$ cat config.mk
export PLATFORM = sky130hd
export DESIGN_NAME = gls_pass
export DESIGN_NICKNAME = d
export VERILOG_FILES = /design/src/grid_laplacian_smooth_macros.svh /design/src/gls_pkg.sv /design/src/gls_div.sv /design/src/gls_pass.sv
export SDC_FILE = /design/constraint.sdc
export NUM_CORES = 2
export LEC_CHECK = 0
export BUFFER_PORTS_ARGS = -buffer_cell sky130_fd_sc_hd__buf_2
export CAP_MARGIN = 20
export CORE_ASPECT_RATIO = 1.4
export CORE_MARGIN = 5
export CORE_UTILIZATION = 30
export CTS_CLUSTER_SIZE = 30
export DETAILED_ROUTE_END_ITERATION = 16
export HOLD_SLACK_MARGIN = 0.1
export PLACE_DENSITY = 0.55
export SYNTH_ARGS = -nofsm -noshare
export SYNTH_HDL_FRONTEND = slang
export SYNTH_SLANG_ARGS = --single-unit
export TNS_END_PERCENT = 10
$ cat constraint.sdc
create_clock -name clock -period 15.2 [get_ports clock]
set_clock_uncertainty 0.1 [all_clocks]
set_input_delay 4.56 -clock clock [delete_from_list [all_inputs] [get_ports clock]]
set_output_delay 4.56 -clock clock [all_outputs]
set_load 0.005 [all_outputs]
$ cat src/grid_laplacian_smooth_macros.svh
// Assertion macros shared by the grid smoothing RTL.
`ifndef GRID_LAPLACIAN_SMOOTH_MACROS_SVH
`define GRID_LAPLACIAN_SMOOTH_MACROS_SVH

// The condition must hold in the same cycle as the trigger.
`define GLS_ASSERT_IMPL(name, clk, rst, ante, cons, msg) \
   name: assert property (@(posedge clk) disable iff (rst) (ante) |-> (cons)) \
      else $error(msg);

// The condition must hold in the cycle after the trigger.
`define GLS_ASSERT_NEXT(name, clk, rst, ante, cons, msg) \
   name: assert property (@(posedge clk) disable iff (rst) (ante) |=> (cons)) \
      else $error(msg);

`endif

$ cat src/gls_pkg.sv
// Shared types, constants and helper functions of the grid smoothing block.
`default_nettype none
package gls_pkg;

   localparam int MaxPointsDef = 4096;
   localparam int MaxDimDef    = 64;
   localparam int FracBits     = 8;
   localparam int CoordW       = 32;
   localparam int SumW         = 34;
   localparam int NumW         = 36;
   localparam int DivW         = 37;
   localparam int KW           = 3;
   localparam int CntW         = 6;

   localparam logic signed [CoordW-1:0] MinusOne = CoordW'(-(1 << FracBits));

   typedef struct packed {
      logic signed [CoordW-1:0] z;
      logic signed [CoordW-1:0] y;
      logic signed [CoordW-1:0] x;
      logic                     vld;
   } point_type;

   typedef enum logic [1:0] {
      RegRows   = 2'd0,
      RegCols   = 2'd1,
      RegPasses = 2'd2
   } reg_index_type;

   typedef struct packed {
      logic start;
      logic src_bank;
   } pass_ctl_type;

   typedef struct packed {
      logic busy;
      logic done;
   } pass_stat_type;

   function automatic logic point_ok(point_type p);
      return p.vld && (p.x != MinusOne) && (p.y != MinusOne) && (p.z != MinusOne);
   endfunction

endpackage
`default_nettype wire

$ cat src/gls_div.sv
// Bit-serial floor division of half the blend numerator by the neighbor count.
`default_nettype none
module gls_div
   import gls_pkg::*;
(
   input  wire logic                   clock,
   input  wire logic                   reset,
   input  wire logic                   start,
   input  wire logic signed [NumW-1:0] num,
   input  wire logic [KW-1:0]          k,
   output logic                        busy,
   output logic [CoordW-1:0]           quo
);

   logic signed [DivW-1:0] half;
   logic [DivW-1:0]        shifted;
   logic [DivW-1:0]        acc_ff, acc_in;
   logic [KW-1:0]          rem_ff, rem_in;
   logic [KW-1:0]          k_ff, k_in;
   logic [CoordW-1:0]      quo_ff, quo_in;
   logic [CntW-1:0]        cnt_ff, cnt_in;
   logic [KW:0]            rem2;
   logic                   ge;

   // The offset k * 2^34 keeps the dividend positive and leaves the low quotient bits intact.
   assign half    = $signed({num[NumW-1], num}) >>> 1;
   assign shifted = unsigned'(half) + {k, (DivW-KW)'(0)};
   assign rem2    = {rem_ff, acc_ff[DivW-1]};
   assign ge      = rem2 >= {1'b0, k_ff};

   always_comb begin
      acc_in = acc_ff;
      rem_in = rem_ff;
      k_in   = k_ff;
      quo_in = quo_ff;
      cnt_in = cnt_ff;
      if (start) begin
         acc_in = shifted;
         rem_in = '0;
         k_in   = k;
         cnt_in = CntW'(DivW);
      end else if (cnt_ff != '0) begin
         acc_in = acc_ff << 1;
         rem_in = ge ? KW'(rem2 - {1'b0, k_ff}) : rem2[KW-1:0];
         quo_in = {quo_ff[CoordW-2:0], ge};
         cnt_in = cnt_ff - 1'b1;
      end
   end

   always_ff @(posedge clock) begin
      if (reset) begin
         cnt_ff <= '0;
      end else begin
         cnt_ff <= cnt_in;
      end
      acc_ff <= acc_in;
      rem_ff <= rem_in;
      k_ff   <= k_in;
      quo_ff <= quo_in;
   end

   assign busy = cnt_ff != '0;
   assign quo  = quo_ff;

endmodule
`default_nettype wire

$ cat src/gls_pass.sv
// Sequencer for one smoothing pass: fetches each point and its neighbors, blends, writes back.
`default_nettype none
module gls_pass
   import gls_pkg::*;
#(
   parameter int MaxPoints = MaxPointsDef,
   parameter int MaxDim    = MaxDimDef,
   localparam int IW = $clog2(MaxPoints + 1),
   localparam int AW = $clog2(2 * MaxPoints),
   localparam int DW = $clog2(MaxDim + 1)
) (
   input  wire logic          clock,
   input  wire logic          reset,
   input  wire pass_ctl_type  ctl,
   input  wire logic [DW-1:0] rows,
   input  wire logic [DW-1:0] cols,
   input  wire logic [IW-1:0] npts,
   output logic               rd_en,
   output logic [AW-1:0]      rd_addr,
   input  wire point_type     rd_data,
   output logic               wr_en,
   output logic [AW-1:0]      wr_addr,
   output point_type          wr_data,
   output pass_stat_type      stat
);

   typedef enum logic [5:0] {
      ST_IDLE  = 6'b000001,
      ST_FETCH = 6'b000010,
      ST_NUM   = 6'b000100,
      ST_DIV   = 6'b001000,
      ST_WAIT  = 6'b010000,
      ST_WRITE = 6'b100000
   } state_type;

   localparam logic [2:0] SlotCenter = 3'd0;
   localparam logic [2:0] SlotUp     = 3'd1;
   localparam logic [2:0] SlotDown   = 3'd2;
   localparam logic [2:0] SlotLeft   = 3'd3;
   localparam logic [2:0] SlotRight  = 3'd4;
   localparam logic [2:0] SlotEnd    = 3'd5;

   state_type              state_ff, state_in;
   logic [IW-1:0]          idx_ff, idx_in;
   logic [DW-1:0]          row_ff, row_in;
   logic [DW-1:0]          col_ff, col_in;
   logic [2:0]             slot_ff, slot_in;
   logic                   bank_ff, bank_in;
   logic                   mask_ff, mask_in;
   point_type              cur_ff, cur_in;
   logic                   cur_ok_ff, cur_ok_in;
   logic signed [SumW-1:0] sx_ff, sx_in, sy_ff, sy_in, sz_ff, sz_in;
   logic [KW-1:0]          k_ff, k_in;
   logic signed [NumW-1:0] nx_ff, nx_in, ny_ff, ny_in, nz_ff, nz_in;
   logic signed [NumW-1:0] k_wide;
   logic [IW-1:0]          nb_idx;
   logic                   in_grid;
   logic                   div_start;
   logic                   done;
   logic                   busy_x, busy_y, busy_z;
   logic [CoordW-1:0]      qx, qy, qz;

   assign k_wide = NumW'(k_ff);

   always_comb begin
      nb_idx  = idx_ff;
      in_grid = 1'b1;
      unique case (slot_ff)
         SlotCenter: in_grid = 1'b1;
         SlotUp: begin
            in_grid = row_ff != '0;
            nb_idx  = idx_ff - IW'(cols);
         end
         SlotDown: begin
            in_grid = row_ff != DW'(rows - 1'b1);
            nb_idx  = idx_ff + IW'(cols);
         end
         SlotLeft: begin
            in_grid = col_ff != '0;
            nb_idx  = idx_ff - 1'b1;
         end
         SlotRight: begin
            in_grid = col_ff != DW'(cols - 1'b1);
            nb_idx  = idx_ff + 1'b1;
         end
         default: in_grid = 1'b0;
      endcase
      if (!in_grid) begin
         nb_idx = idx_ff;
      end
   end

   assign rd_en   = (state_ff == ST_FETCH) && (slot_ff < SlotEnd);
   assign rd_addr = bank_ff ? AW'(nb_idx) + AW'(MaxPoints) : AW'(nb_idx);
   assign wr_addr = bank_ff ? AW'(idx_ff) : AW'(idx_ff) + AW'(MaxPoints);

   always_comb begin
      if (!cur_ok_ff) begin
         wr_data = '{z: MinusOne, y: MinusOne, x: MinusOne, vld: 1'b0};
      end else if (k_ff == '0) begin
         wr_data = '{z: cur_ff.z, y: cur_ff.y, x: cur_ff.x, vld: 1'b1};
      end else begin
         wr_data = '{z: qz, y: qy, x: qx, vld: 1'b1};
      end
   end

   always_comb begin
      state_in  = state_ff;
      idx_in    = idx_ff;
      row_in    = row_ff;
      col_in    = col_ff;
      slot_in   = slot_ff;
      bank_in   = bank_ff;
      mask_in   = mask_ff;
      cur_in    = cur_ff;
      cur_ok_in = cur_ok_ff;
      sx_in     = sx_ff;
      sy_in     = sy_ff;
      sz_in     = sz_ff;
      k_in      = k_ff;
      nx_in     = nx_ff;
      ny_in     = ny_ff;
      nz_in     = nz_ff;
      div_start = 1'b0;
      wr_en     = 1'b0;
      done      = 1'b0;
      unique case (state_ff)
         ST_IDLE: begin
            if (ctl.start) begin
               state_in = ST_FETCH;
               idx_in   = '0;
               row_in   = '0;
               col_in   = '0;
               slot_in  = SlotCenter;
               bank_in  = ctl.src_bank;
               sx_in    = '0;
               sy_in    = '0;
               sz_in    = '0;
               k_in     = '0;
            end
         end
         ST_FETCH: begin
            mask_in = in_grid;
            slot_in = slot_ff + 1'b1;
            if (slot_ff == SlotUp) begin
               cur_in    = rd_data;
               cur_ok_in = point_ok(rd_data);
            end else if (slot_ff != SlotCenter && mask_ff && point_ok(rd_data)) begin
               sx_in = sx_ff + SumW'(rd_data.x);
               sy_in = sy_ff + SumW'(rd_data.y);
               sz_in = sz_ff + SumW'(rd_data.z);
               k_in  = k_ff + 1'b1;
            end
            if (slot_ff == SlotEnd) begin
               state_in = ST_NUM;
            end
         end
         ST_NUM: begin
            nx_in = NumW'(cur_ff.x) * k_wide + NumW'(sx_ff) + k_wide;
            ny_in = NumW'(cur_ff.y) * k_wide + NumW'(sy_ff) + k_wide;
            nz_in = NumW'(cur_ff.z) * k_wide + NumW'(sz_ff) + k_wide;
            if (!cur_ok_ff || k_ff == '0) begin
               state_in = ST_WRITE;
            end else begin
               state_in = ST_DIV;
            end
         end
         ST_DIV: begin
            div_start = 1'b1;
            state_in  = ST_WAIT;
         end
         ST_WAIT: begin
            if (!(busy_x || busy_y || busy_z)) begin
               state_in = ST_WRITE;
            end
         end
         ST_WRITE: begin
            wr_en = 1'b1;
            if (idx_ff == IW'(npts - 1'b1)) begin
               done     = 1'b1;
               state_in = ST_IDLE;
            end else begin
               state_in = ST_FETCH;
               idx_in   = idx_ff + 1'b1;
               slot_in  = SlotCenter;
               sx_in    = '0;
               sy_in    = '0;
               sz_in    = '0;
               k_in     = '0;
               if (col_ff == DW'(cols - 1'b1)) begin
                  col_in = '0;
                  row_in = row_ff + 1'b1;
               end else begin
                  col_in = col_ff + 1'b1;
               end
            end
         end
         default: state_in = ST_IDLE;
      endcase
   end

   always_ff @(posedge clock) begin
      if (reset) begin
         state_ff <= ST_IDLE;
      end else begin
         state_ff <= state_in;
      end
      idx_ff    <= idx_in;
      row_ff    <= row_in;
      col_ff    <= col_in;
      slot_ff   <= slot_in;
      bank_ff   <= bank_in;
      mask_ff   <= mask_in;
      cur_ff    <= cur_in;
      cur_ok_ff <= cur_ok_in;
      sx_ff     <= sx_in;
      sy_ff     <= sy_in;
      sz_ff     <= sz_in;
      k_ff      <= k_in;
      nx_ff     <= nx_in;
      ny_ff     <= ny_in;
      nz_ff     <= nz_in;
   end

   gls_div u_div_x (.clock, .reset, .start(div_start), .num(nx_ff), .k(k_ff),
                    .busy(busy_x), .quo(qx));
   gls_div u_div_y (.clock, .reset, .start(div_start), .num(ny_ff), .k(k_ff),
                    .busy(busy_y), .quo(qy));
   gls_div u_div_z (.clock, .reset, .start(div_start), .num(nz_ff), .k(k_ff),
                    .busy(busy_z), .quo(qz));

   assign stat.busy = state_ff != ST_IDLE;
   assign stat.done = done;

endmodule
`default_nettype wire

==> out/qor.yml <==
crit_path_top_delay_cell: "nor4_1"
ir_drop_uv: 94.6
final_cell_mix: "658 x nand2_1, 576 x inv_1, 549 x edfxtp_1"
cts_root_buf: "clkbuf_16"
fin_hold_ws_ns: 0.340
final_common_cell: "nand2_1"
worstPathMaxFanout: 17
utilization_pct: 34.1
dp_worst_setup_slack_ns: 2.37
row_count: 167
drc: 0
required_ns: 10.54
cts_buffers: 77
antenna_found_initial: 9
end_kind: "primary output"
routedWlPerCell_um: 17.5
final_nets: 5547
design.die.area_um2: 156000
num_vias: 32500
slowest_delay_ns: 0.82
maxCapViolations: 0
syn_avg_cell_area_um2: 9.79
power_density_nw_per_um2: 204
post_cts_buffers: 0
synthFlopType: "edfxtp_1"
outcome: "complete, no violations"
initial_core_util_pct: 30.1
hp-start: "u_div_x.quo[29]"
synth_edf_count: 549
placed_cell_area_um2: 47900
first_global_vias: 33200
synth_cell_types: 84
tns_ns: 0
ys_ff_latch: 582
place.gp.congestion: 0.903
cp-start-kind: "primary input"
post_cts_resized: 0
clkTransAtPathRegs_ns: 0.06
portBuffers: 254
synthCells: 4536
grt_max_degree: 80
vias_per_cell: 4.80
syn_nets: 5323
fp.dieW_um: 335
async_reset_ff_share_pct: 0
dr.pass1.iters: 6
tightest_slew_ns: 1.00
min_period_ns: 12.86
fp.dieH_um: 465
maxSlewHeadroom_pct: 32.5
grt.total_usage_pct: 14.9
hpwl_um: 88700
ctsHoldBuffers: 0
crit_arrival_ns: 8.20
crit_type: "in2out"
htreeDepth: 3
hold_viol_final: 0
period_share_pct: 84.6
clkLatencyLatePin_ns: 0.68
maxSlewViolCount: 0
max_freq_ghz: 0.0778
ys_seq_area_share_pct: 38.6
drtIter0Drc: 1588
overflow: 0
io-pin-count: 255
area_growth_pct: 13.3
cts_sinks: 582
hold_class: "reg2reg"
yosysWarnings: 0
rsz0062_at_grt: "no"
r2r-start: "k_ff[0]"
layout_setup_ws_ns: 2.34
clockBufferDepth: 3
synth_area_um2: 44400
antenna_left: 0
fin_area_um2: 50300
drt-total-wl_um: 118000
p_leak_nw: 22.4
cp_cell_sequence: "buf_2 > inv_1 > ha_1 > nand2_1 > or3_1 > xnor2_1 > nor4_1 > o221ai_2 > nand2_1 > a22oi_1 > xnor2_1 > buf_2"
final_layout_size_suffix_gt1_share_pct: 9.05
core_um2: 148000
setup_violations: 0
cts_tree: "built"
grt_pass1_wl_um: 186000
startpoint: "cols[0]"
## cell usage after synthesis (20+ instances only)
master      n  area share, %
xor2_1    101            2.0
xnor2_1   149            2.9
nand3_1   126            1.4
a21oi_1   194            2.2
a21o_1     84            1.4
nor4_1     20           0.28
o211ai_1   22           0.37
o21a_1     24           0.41
nor2_1    228            1.9
and3_1     25           0.35
nand4_1    30           0.42
dfxtp_1    33            1.5
fa_1      211            9.5
edfxtp_1  549             37
o21bai_1   30           0.51
a21boi_0   31           0.52
nor3_1     71           0.80
or3_1      27           0.38
inv_1     576            4.9
a211oi_1   35           0.59
and2_1    306            4.3
o21ai_0   113            1.3
nor2b_1    34           0.48
nand2_1   659            5.6
ha_1      448             13
clkbuf_1  118            1.0
a31oi_1    22           0.31
nand2b_1   43           0.61
## registers in the layout (all words and copies together), names as in the netlist, 6 cells and up
| register | flops |
|---|---|
| cur_ff | 96 |
| u_div_x.acc_ff | 37 |
| u_div_y.acc_ff | 37 |
| u_div_z.acc_ff | 37 |
| nx_ff | 35 |
| ny_ff | 35 |
| nz_ff | 35 |
| sx_ff | 34 |
| sy_ff | 34 |
| sz_ff | 34 |
| u_div_x.quo | 32 |
| u_div_y.quo | 32 |
| u_div_z.quo | 32 |
| idx_ff | 13 |
| col_ff | 7 |
| row_ff | 7 |
| state_ff | 6 |
| u_div_x.cnt_ff | 6 |
| u_div_y.cnt_ff | 6 |
| u_div_z.cnt_ff | 6 |
## metal layers
metal	track usage, %	vias up	wire (um)
met4	4.05	2	2540
met5	0	-	10
li1	-	15900	-
met1	20.0	15800	54800
met3	2.11	134	5390
met2	25.2	646	55600
## power breakdown
part	internal, W	total, W	switching [W]	leakage [nW]
logic	0.00227	0.00556	0.00329	15.6
registers	0.00264	0.00292	0.000277	5.60
clock network	0.00102	0.00177	0.000749	1.18
## cell families (layout without fill, tap and decap cells)
family	count (synthesis)	in the layout	synth area share, %
buffers and inverters	722	1006	6.22
multiplexers	9	9	0.208
AO/OA/AOI/OAI	682	682	10.2
AND/OR/NAND/NOR	1632	1632	17.7
flip-flops	582	582	38.6
XOR/XNOR	250	250	4.93
adder cells (fa/ha/maj)	659	659	22.1
other	0	7	0
## critical path: cells and delay by family
kind | cells | cell delay, ns
and+or+nand+nor | 4 | 1.94
AOI/OAI and AO/OA | 2 | 0.72
xor gates and xnor gates | 2 | 0.38
buffers and inverters | 3 | 0.35
adders and majority gates | 1 | 0.23
## worst paths after layout
check               endpoint  slack [ns]  cells past startpoint
min reg2reg  u_div_x.quo[30]        0.34                      0
max reg2reg        ny_ff[34]        8.81                     21
min          u_div_x.quo[30]        0.34                      0
max              rd_addr[12]        2.34                     12
## through the flow
step | instances | total power, W
2_1_floorplan | 4536 | 0.00707
3_3_place_gp | 6623 | 0.00849
3_5_place_dp | 6623 | 0.00854
4_1_cts | 6762 | 0.0104
5_1_grt | 6764 | 0.0113
6_report | 6770 | 0.0103
## layout make-up
cell class | count | area, um2
fillers | 15300 | 97200
multi-input cells | 3232 | 24600
repair buffers | 288 | 1540
well taps | 1943 | 2430
clock buffers | 95 | 1990
diodes | 7 | 17.5
clock inverters | 44 | 410
flip-flops and latches | 582 | 17100
inverters | 579 | 2180
Power figures use the tool's default switching activity.
